**src/hdl/assert_macros.svh**
```systemverilog
// ----------------------------------------------------------------------------
// assert_macros.svh
// Concurrent assertion macros shared by the RTL.
// ----------------------------------------------------------------------------
`ifndef ASSERT_MACROS_SVH
`define ASSERT_MACROS_SVH

// Clocked check, off while reset is asserted.
`define PMS_ASSERT(lbl, clk, rst_n, prop, msg) \
    lbl: assert property (@(posedge clk) disable iff (!(rst_n)) (prop)) else $error(msg);

// Clocked check that also runs during reset.
`define PMS_ASSERT_ALWAYS(lbl, clk, prop, msg) \
    lbl: assert property (@(posedge clk) (prop)) else $error(msg);

`endif

```
**src/hdl/pms_pkg.sv**
```systemverilog
// ----------------------------------------------------------------------------
// pms_pkg
// Types and constants of the power mode sequencer.
// ----------------------------------------------------------------------------
package pms_pkg;

    typedef enum logic [1:0] {
        MODE_ACTIVE  = 2'd0,
        MODE_PENDING = 2'd1,
        MODE_SLEEP   = 2'd2,
        MODE_HMI     = 2'd3
    } t_mode;

    typedef enum logic [1:0] {
        BTN_NONE = 2'd0,
        BTN_ZERO = 2'd1,
        BTN_ONE  = 2'd2
    } t_button;

    typedef enum logic [1:0] {
        CFG_SHUTDOWN_TIMEOUT = 2'd0,
        CFG_SLEEP_POLL       = 2'd1,
        CFG_HMI_TIMEOUT      = 2'd2
    } t_cfg_reg;

    localparam int unsigned CFG_IDX_W  = 2;
    localparam int unsigned CFG_DATA_W = 16;
    localparam int unsigned WAIT_W     = 16;

    localparam logic [CFG_DATA_W-1:0] SHUTDOWN_TIMEOUT_RST = 16'd5000;
    localparam logic [CFG_DATA_W-1:0] SLEEP_POLL_RST       = 16'd1000;
    localparam logic [CFG_DATA_W-1:0] HMI_TIMEOUT_RST      = 16'd60000;

    typedef struct packed {
        logic action;
        logic ev_shutdown_request;
        logic ev_shutdown_abort;
        logic ev_alarm_wakeup;
        logic ev_button_zero;
        logic ev_button_one;
    } t_in_item;

    typedef struct packed {
        t_mode   mode;
        logic    host_power_on;
        logic    rail5v_on;
        t_button button_report;
        logic    entered;
    } t_result;

endpackage

```
**src/hdl/pms_if.sv**
```systemverilog
// ----------------------------------------------------------------------------
// pms_if
// Valid/ready channels for input words and result words.
// ----------------------------------------------------------------------------
interface pms_in_if;
    logic              valid;
    logic              ready;
    pms_pkg::t_in_item data;

    modport source (output valid, output data, input ready);
    modport sink   (input valid, input data, output ready);
endinterface

interface pms_out_if;
    logic             valid;
    logic             ready;
    pms_pkg::t_result data;

    modport source (output valid, output data, input ready);
    modport sink   (input valid, input data, output ready);
endinterface

```
**src/hdl/power_mode_sequencer.sv**
```systemverilog
// ----------------------------------------------------------------------------
// power_mode_sequencer
// Four-mode power controller driven by ms ticks and event masks.
// ----------------------------------------------------------------------------
//  channel   | dir | handshake       | word
//  i_item    | in  | valid/ready     | action + five event flags
//  o_result  | out | valid/ready     | mode, supply enables, button, entered
//  i_cfg_*   | in  | write enable    | register index + 16-bit timeout value
//
//  One word per cycle: the next mode, wait count and result are computed
//  in the accept cycle and land in their registers on the same edge.
//  Result is visible in the cycle after accept; input stays ready while the
//  result register is empty or being taken this cycle.
//  Synchronous active-low reset: mode active, supplies on, timeouts at
//  their defaults, no result pending.
// ----------------------------------------------------------------------------
`include "assert_macros.svh"

module power_mode_sequencer (
    input  logic                                 i_clk,
    input  logic                                 i_rst_n,
    pms_in_if.sink                               i_item,
    pms_out_if.source                            o_result,
    input  logic                                 i_cfg_we,
    input  logic [pms_pkg::CFG_IDX_W-1:0]        i_cfg_idx,
    input  logic [pms_pkg::CFG_DATA_W-1:0]       i_cfg_data
);

    logic [pms_pkg::CFG_DATA_W-1:0] r_shutdown_timeout;
    logic [pms_pkg::CFG_DATA_W-1:0] r_sleep_poll;
    logic [pms_pkg::CFG_DATA_W-1:0] r_hmi_timeout;

    pms_pkg::t_mode             r_mode, n_mode;
    logic [pms_pkg::WAIT_W-1:0] r_wait, n_wait;
    logic                       r_host, n_host;
    logic                       r_rail, n_rail;

    pms_pkg::t_result           r_res, n_res;
    logic                       r_out_valid;

    logic                       accept;
    logic [pms_pkg::WAIT_W-1:0] wait_inc;
    logic [pms_pkg::WAIT_W-1:0] limit;
    logic                       do_enter;
    pms_pkg::t_mode             target;
    pms_pkg::t_button           report;

    assign i_item.ready   = !r_out_valid || o_result.ready;
    assign accept         = i_item.valid && i_item.ready;
    assign o_result.valid = r_out_valid;
    assign o_result.data  = r_res;

    // Configuration registers
    always_ff @(posedge i_clk) begin
        if (!i_rst_n) begin
            r_shutdown_timeout <= pms_pkg::SHUTDOWN_TIMEOUT_RST;
            r_sleep_poll       <= pms_pkg::SLEEP_POLL_RST;
            r_hmi_timeout      <= pms_pkg::HMI_TIMEOUT_RST;
        end else if (i_cfg_we) begin
            unique case (i_cfg_idx)
                pms_pkg::CFG_SHUTDOWN_TIMEOUT: r_shutdown_timeout <= i_cfg_data;
                pms_pkg::CFG_SLEEP_POLL:       r_sleep_poll       <= i_cfg_data;
                pms_pkg::CFG_HMI_TIMEOUT:      r_hmi_timeout      <= i_cfg_data;
                default: ;
            endcase
        end
    end

    // Mode register and supply state
    always_ff @(posedge i_clk) begin
        if (!i_rst_n) begin
            r_mode <= pms_pkg::MODE_ACTIVE;
            r_wait <= '0;
            r_host <= 1'b1;
            r_rail <= 1'b1;
        end else begin
            r_mode <= n_mode;
            r_wait <= n_wait;
            r_host <= n_host;
            r_rail <= n_rail;
        end
    end

    // Saturating tick count and per-mode timeout
    assign wait_inc = (r_wait == '1) ? r_wait : r_wait + 1'b1;

    always_comb begin
        unique case (r_mode)
            pms_pkg::MODE_PENDING: limit = r_shutdown_timeout;
            pms_pkg::MODE_SLEEP:   limit = r_sleep_poll;
            pms_pkg::MODE_HMI:     limit = r_hmi_timeout;
            default:               limit = '1;
        endcase
    end

    always_comb begin
        do_enter = 1'b0;
        target   = r_mode;
        report   = pms_pkg::BTN_NONE;
        n_mode   = r_mode;
        n_wait   = r_wait;
        n_host   = r_host;
        n_rail   = r_rail;

        if (accept) begin
            if (!i_item.data.action) begin
                n_wait = wait_inc;
                if (r_mode != pms_pkg::MODE_ACTIVE && wait_inc >= limit) begin
                    do_enter = 1'b1;
                    target   = pms_pkg::MODE_SLEEP;
                end
            end else begin
                do_enter = 1'b1;
                unique case (r_mode)
                    pms_pkg::MODE_ACTIVE: begin
                        target = i_item.data.ev_shutdown_request ?
                                 pms_pkg::MODE_PENDING : pms_pkg::MODE_ACTIVE;
                    end
                    pms_pkg::MODE_PENDING: begin
                        target = (i_item.data.ev_shutdown_abort ||
                                  i_item.data.ev_alarm_wakeup) ?
                                 pms_pkg::MODE_ACTIVE : pms_pkg::MODE_SLEEP;
                    end
                    pms_pkg::MODE_SLEEP: begin
                        priority if (i_item.data.ev_alarm_wakeup) begin
                            target = pms_pkg::MODE_ACTIVE;
                        end else if (i_item.data.ev_button_zero ||
                                     i_item.data.ev_button_one) begin
                            target = pms_pkg::MODE_HMI;
                        end else begin
                            target = pms_pkg::MODE_SLEEP;
                        end
                    end
                    default: begin
                        if (i_item.data.ev_alarm_wakeup) begin
                            target = pms_pkg::MODE_ACTIVE;
                        end else begin
                            target = pms_pkg::MODE_SLEEP;
                            priority if (i_item.data.ev_button_zero) begin
                                report = pms_pkg::BTN_ZERO;
                            end else if (i_item.data.ev_button_one) begin
                                report = pms_pkg::BTN_ONE;
                            end else begin
                                report = pms_pkg::BTN_NONE;
                            end
                        end
                    end
                endcase
            end
        end

        // Every entry restarts the count; actions only on a real change
        if (do_enter) begin
            n_wait = '0;
            if (target != r_mode) begin
                if (r_mode == pms_pkg::MODE_SLEEP) begin
                    n_rail = 1'b1;
                end
                if (target == pms_pkg::MODE_SLEEP) begin
                    n_host = 1'b0;
                    n_rail = 1'b0;
                end else if (target == pms_pkg::MODE_ACTIVE) begin
                    n_host = 1'b1;
                end
                n_mode = target;
            end
        end

        n_res.mode          = n_mode;
        n_res.host_power_on = n_host;
        n_res.rail5v_on     = n_rail;
        n_res.button_report = report;
        n_res.entered       = do_enter;
    end

    // Result register: load on accept, hold until taken
    always_ff @(posedge i_clk) begin
        if (!i_rst_n) begin
            r_out_valid <= 1'b0;
        end else if (accept) begin
            r_out_valid <= 1'b1;
        end else if (o_result.ready) begin
            r_out_valid <= 1'b0;
        end
    end

    always_ff @(posedge i_clk) begin
        if (accept) begin
            r_res <= n_res;
        end
    end

    `PMS_ASSERT(a_sleep_supplies_off, i_clk, i_rst_n, (r_mode == pms_pkg::MODE_SLEEP) |-> (!r_host && !r_rail), "deep sleep with a supply enabled")
    `PMS_ASSERT(a_active_host_on, i_clk, i_rst_n, (r_mode == pms_pkg::MODE_ACTIVE) |-> r_host, "active mode with host supply off")
    `PMS_ASSERT(a_event_restarts, i_clk, i_rst_n, (accept && i_item.data.action) |=> (r_wait == '0 && r_res.entered && r_out_valid), "event did not restart the wait count")
    `PMS_ASSERT_ALWAYS(a_report_only_hmi, i_clk, (accept && i_item.data.action && r_mode != pms_pkg::MODE_HMI) |=> (r_res.button_report == pms_pkg::BTN_NONE), "button reported outside interface mode")

endmodule
```
**src/flat_wrapper.sv**
```systemverilog
// flat-port wrapper written by rule: the top's interface ports become plain ports
module power_mode_sequencer_flat 
  (i_clk, i_rst_n, i_cfg_we, i_cfg_idx, i_cfg_data, i_item_valid, i_item_data, i_item_ready, o_result_valid, o_result_data, o_result_ready);
  pms_in_if i_item_i ();
  pms_out_if o_result_i ();
  input  logic i_clk;
  input  logic i_rst_n;
  input  logic i_cfg_we;
  input  logic [pms_pkg::CFG_IDX_W-1:0] i_cfg_idx;
  input  logic [pms_pkg::CFG_DATA_W-1:0] i_cfg_data;
  input wire logic [$bits(i_item_i.valid)-1:0] i_item_valid;
  input wire logic [$bits(i_item_i.data)-1:0] i_item_data;
  output wire logic [$bits(i_item_i.ready)-1:0] i_item_ready;
  output wire logic [$bits(o_result_i.valid)-1:0] o_result_valid;
  output wire logic [$bits(o_result_i.data)-1:0] o_result_data;
  input wire logic [$bits(o_result_i.ready)-1:0] o_result_ready;
  assign i_item_i.valid = i_item_valid;
  assign i_item_i.data = i_item_data;
  assign i_item_ready = i_item_i.ready;
  assign o_result_valid = o_result_i.valid;
  assign o_result_data = o_result_i.data;
  assign o_result_i.ready = o_result_ready;
  power_mode_sequencer u_core (.i_clk(i_clk), .i_rst_n(i_rst_n), .i_item(i_item_i), .o_result(o_result_i), .i_cfg_we(i_cfg_we), .i_cfg_idx(i_cfg_idx), .i_cfg_data(i_cfg_data));
endmodule
```
**config.mk**
```make
export PLATFORM = sky130hd
export DESIGN_NAME = power_mode_sequencer_flat
export DESIGN_NICKNAME = d
export VERILOG_FILES = /design/src/hdl/pms_pkg.sv /design/src/hdl/pms_if.sv /design/src/hdl/power_mode_sequencer.sv /design/src/flat_wrapper.sv
export VERILOG_INCLUDE_DIRS = /design/src /design/src/hdl
export SDC_FILE = /design/constraint.sdc
export NUM_CORES = 1
export LEC_CHECK = 0
export BUFFER_PORTS_ARGS = -buffer_cell sky130_fd_sc_hd__buf_2
export CAP_MARGIN = 20
export CORE_ASPECT_RATIO = 0.8
export CORE_MARGIN = 2
export CORE_UTILIZATION = 40
export CTS_BUF_LIST = sky130_fd_sc_hd__clkbuf_4
export DETAILED_ROUTE_END_ITERATION = 16
export MAX_ROUTING_LAYER = met4
export PLACE_DENSITY_LB_ADDON = 0.3
export SLEW_MARGIN = 5
export SYNTH_ARGS = -nofsm -noshare
export SYNTH_HDL_FRONTEND = slang
export SYNTH_SLANG_ARGS = --single-unit
```
**constraint.sdc**
```tcl
create_clock -name i_clk -period 10.9 [get_ports i_clk]
set_input_delay 1.635 -clock i_clk [delete_from_list [all_inputs] [get_ports i_clk]]
set_output_delay 1.635 -clock i_clk [all_outputs]
set_load 0.01 [all_outputs]
```
==> results.md <==
- Status: complete, no violations
- Seq/Total Area, Yosys: 39.1%
- Vias in the first global route: 3480
- CORE AREA: 9770 um2
- Yosys warnings: 0
- Max-cap viol count: 0
- Hold crit path type: flip-flop to flip-flop
- CTS Sinks: 76
- Critical path's most frequent cell: buf_2
- Worst path slowest cell: nor2b_1
- Final TNS setup: 0 ns
- Share of layout cells above drive strength 1: 14.3%
- Fin. Hold Viols: 0
- Row cnt: 32
- Main flop type after synthesis: dfxtp_1
- Initial core utilization: 41.7%
- Hpwl dp: between 6 and 7 mm
- Post-CTS Setup Bufs: 0
- Reg2reg path depth: 12
- Crit share post-route: 36.1%
- Worst path bufs/invs: 3
- Delay-heaviest family, CP: buffers and inverters
- Slew Limit Fails: 0
- CTS tree: done
- Initial antenna violation count: 0
- Post-Route WL: 9.90 mm
- Crit path capture: i_item_ready
- Cells after synthesis: 509
- Commonest cells after routing, fill and taps aside: nand2_1, dfxtp_1, a21oi_1
- Synth unique cells: 56
- Mapped Nets: 555
- Area post-placement: 4330 um2
- Hold Crit Depth: 2
- Die area: 11000 um2
- DRC viols: 0
- Area Overhead vs Synth: 9.99%
- Routability cong.: 0.914
- Setup Skew: approximately 0.017 ns
- Global route overflow: 0
- Detailed Routing Iterations Pass 1: 5
- Worst slew pin tran: just under 1 ns
- Vias/cell: 5.43
- Top Ports: 38
- Critical path type: primary input to output port
- Power Density: about 120 nW/um2
- Leak: 1.71 nW
- VDD IR max: 0.0620 mV
- Setup crit start: o_result_ready
- Required @ worst endpoint: 9.27 ns
- H-tree depth: 3
- Root Buffer Master: clkbuf_4
- Post-layout min period: 3.93 ns
- WP data arrival: around 2.3 ns
- Post-synth top area share: 33.9%
- Routed len/inst: 14.8 um
- Max Freq: about 250 MHz
- CTS max path bufs: 2
- Gr usage total: roughly 20%
- DRT antenna net count: 0
- Clock slew at reported path FFs: 0.12 ns
- Critical path capture point type: output port
- Post-synth EDFFs: 7
- Largest net degree at the start of global routing: a little under 50
- Slew headroom: between 30 and 40%
- IO buf count: 37
- Register bit total from synthesis: between 70 and 80
- WP depth: 4
- Final #Nets: 574
- Crit path max fanout: 5
- Endpoints failing setup: 0
- Initial DRC Count: between 300 and 400
- R2R setup slack: roughly 7.0 ns
- Antenna diodes: 0
- Post-CTS Hold Buffers: 0
- Synth top area cells: dfxtp_1, nand2_1, ha_1, edfxtp_1, a21oi_1
- Reg2reg end: u_core.o_result.data[4]$_DFFE_PP_
- Worst skew pair latency: 0.44 ns
- First-pass GRT wire length: 16.8 mm
- Post-Syn Area: 4070 um2
- RR Startpoint: u_core.r_wait[0]$_SDFFE_PP0P_
- Slowest stage delay, CP: 0.25 ns
- Post-CTS Resized: 0
- Final instance area: 4480 um2
- RSZ-0062 raised after global routing: no
- Syn_area_per_cell: 8.00 um2
- Die W: roughly 120 um
- Commonest non-fill, non-tap cell in the layout: nand2_1
- Total CTS buffers: 9
- Die height: 94.2 um
- Total number of vias: 3633
- Critical Path Start Type: primary input
- CP Cell Sequence: buf_2 > nor2b_1 > inv_1 > buf_2
- Yosys top cell by area: dfxtp_1
- Share of flip-flops with an asynchronous set or reset: 0%
sequential cells by signal, summed over array words and instances (netlist names):
register and cells:
u_core.r_shutdown_timeout 16, u_core.r_hmi_timeout 16, u_core.r_host 1, u_core.r_sleep_poll 16
u_core.r_mode 2, u_core.r_rail 1, u_core.r_wait 16, u_core.o_result.data 7
u_core.o_result.valid 1
worst min-delay path by stage:
stage	startpoint	to	slack, ns
after floorplan	u_core.r_shutdown_timeout[10]$_SDFFE_PN0P_	u_core.r_shutdown_timeout[10]$_SDFFE_PN0P_	0.43
after global placement	u_core.r_shutdown_timeout[13]$_SDFFE_PN0P_	u_core.r_shutdown_timeout[13]$_SDFFE_PN0P_	0.44
after detailed placement	u_core.r_shutdown_timeout[10]$_SDFFE_PN0P_	u_core.r_shutdown_timeout[10]$_SDFFE_PN0P_	0.44
after CTS	u_core.r_shutdown_timeout[10]$_SDFFE_PN0P_	u_core.r_shutdown_timeout[10]$_SDFFE_PN0P_	0.46
after global routing	u_core.r_hmi_timeout[4]$_SDFFE_PN0P_	u_core.r_hmi_timeout[4]$_SDFFE_PN0P_	0.48
final	u_core.r_shutdown_timeout[10]$_SDFFE_PN0P_	u_core.r_shutdown_timeout[10]$_SDFFE_PN0P_	0.46
per-stage QoR:
| step | utilization [%] | std cells | hold slack, ns | worst slack (ns) | power [mW] |
|---|---|---|---|---|---|
| after CTS | 45.7 | 668 | 0.461 | 6.99 | 0.531 |
| after global placement | 44.3 | 652 | 0.438 | 7.06 | 0.356 |
| after floorplan | - | 509 | 0.433 | 7.31 | 0.338 |
| after detailed placement | 44.3 | 652 | 0.445 | 6.99 | 0.358 |
| after global routing | 45.8 | 669 | 0.482 | 6.50 | 0.552 |
| final | 45.8 | 669 | 0.461 | 6.97 | 0.528 |
power by group:
| group | switching [mW] | total [mW] | internal [mW] |
|---|---|---|---|
| registers | 0.00458 | 0.296 | 0.292 |
| logic | 0.0365 | 0.0562 | 0.0197 |
| clock network | 0.102 | 0.175 | 0.0738 |
tightest hold or removal path, stage by stage (launching register included):
cell	delay [ns]
dfxtp_1	0.32
nand2_1	0.05
a21oi_1	0.05
logic make-up after synthesis:
family,Yosys count,synth area share (%)
xor+xnor,19,4.09
mux,23,5.78
compound gates,108,16.7
buf+inv,43,4.33
flops,76,39.1
fa+ha+maj,17,5.22
simple gates,223,24.7
synth_stat cells, drive strengths merged, types with 2 or more instances:
master  instances
nand2         142
dfxtp          69
a21oi          40
nand3          29
clkbuf         26
o21ai          26
mux2i          19
ha             17
nor2           17
a211oi         15
xnor2          10
buf             9
xor2            9
inv             8
o211ai          8
edfxtp          7
nor4            5
a31oi           4
mux2            4
nand4           4
a221oi          3
and2            3
and3            3
nand2b          3
nor2b           3
nor3            3
a32oi           2
a41oi           2
nand4b          2
nor3b           2
o21a            2
or3             2
final cells by class:
cell class,count,area [um2]
multi-input combinational,390,2310
timing repair buffer,43,236
inverter,8,30.0
sequential,76,1590
fill,1012,5290
clock inverter,5,52.6
clock buffer,11,82.6
tap,136,170
routing by layer:
layer | global-route usage (%) | vias up | part of all wire (%)
met1 | 25.9 | 1709 | 49
met4 | 5.59 | 0 | 1.7
li1 | - | 1808 | -
met5 | - | - | 0
met3 | 5.55 | 20 | 5.9
met2 | 31.1 | 96 | 44
No activity file was read; power rests on OpenSTA's default activity.
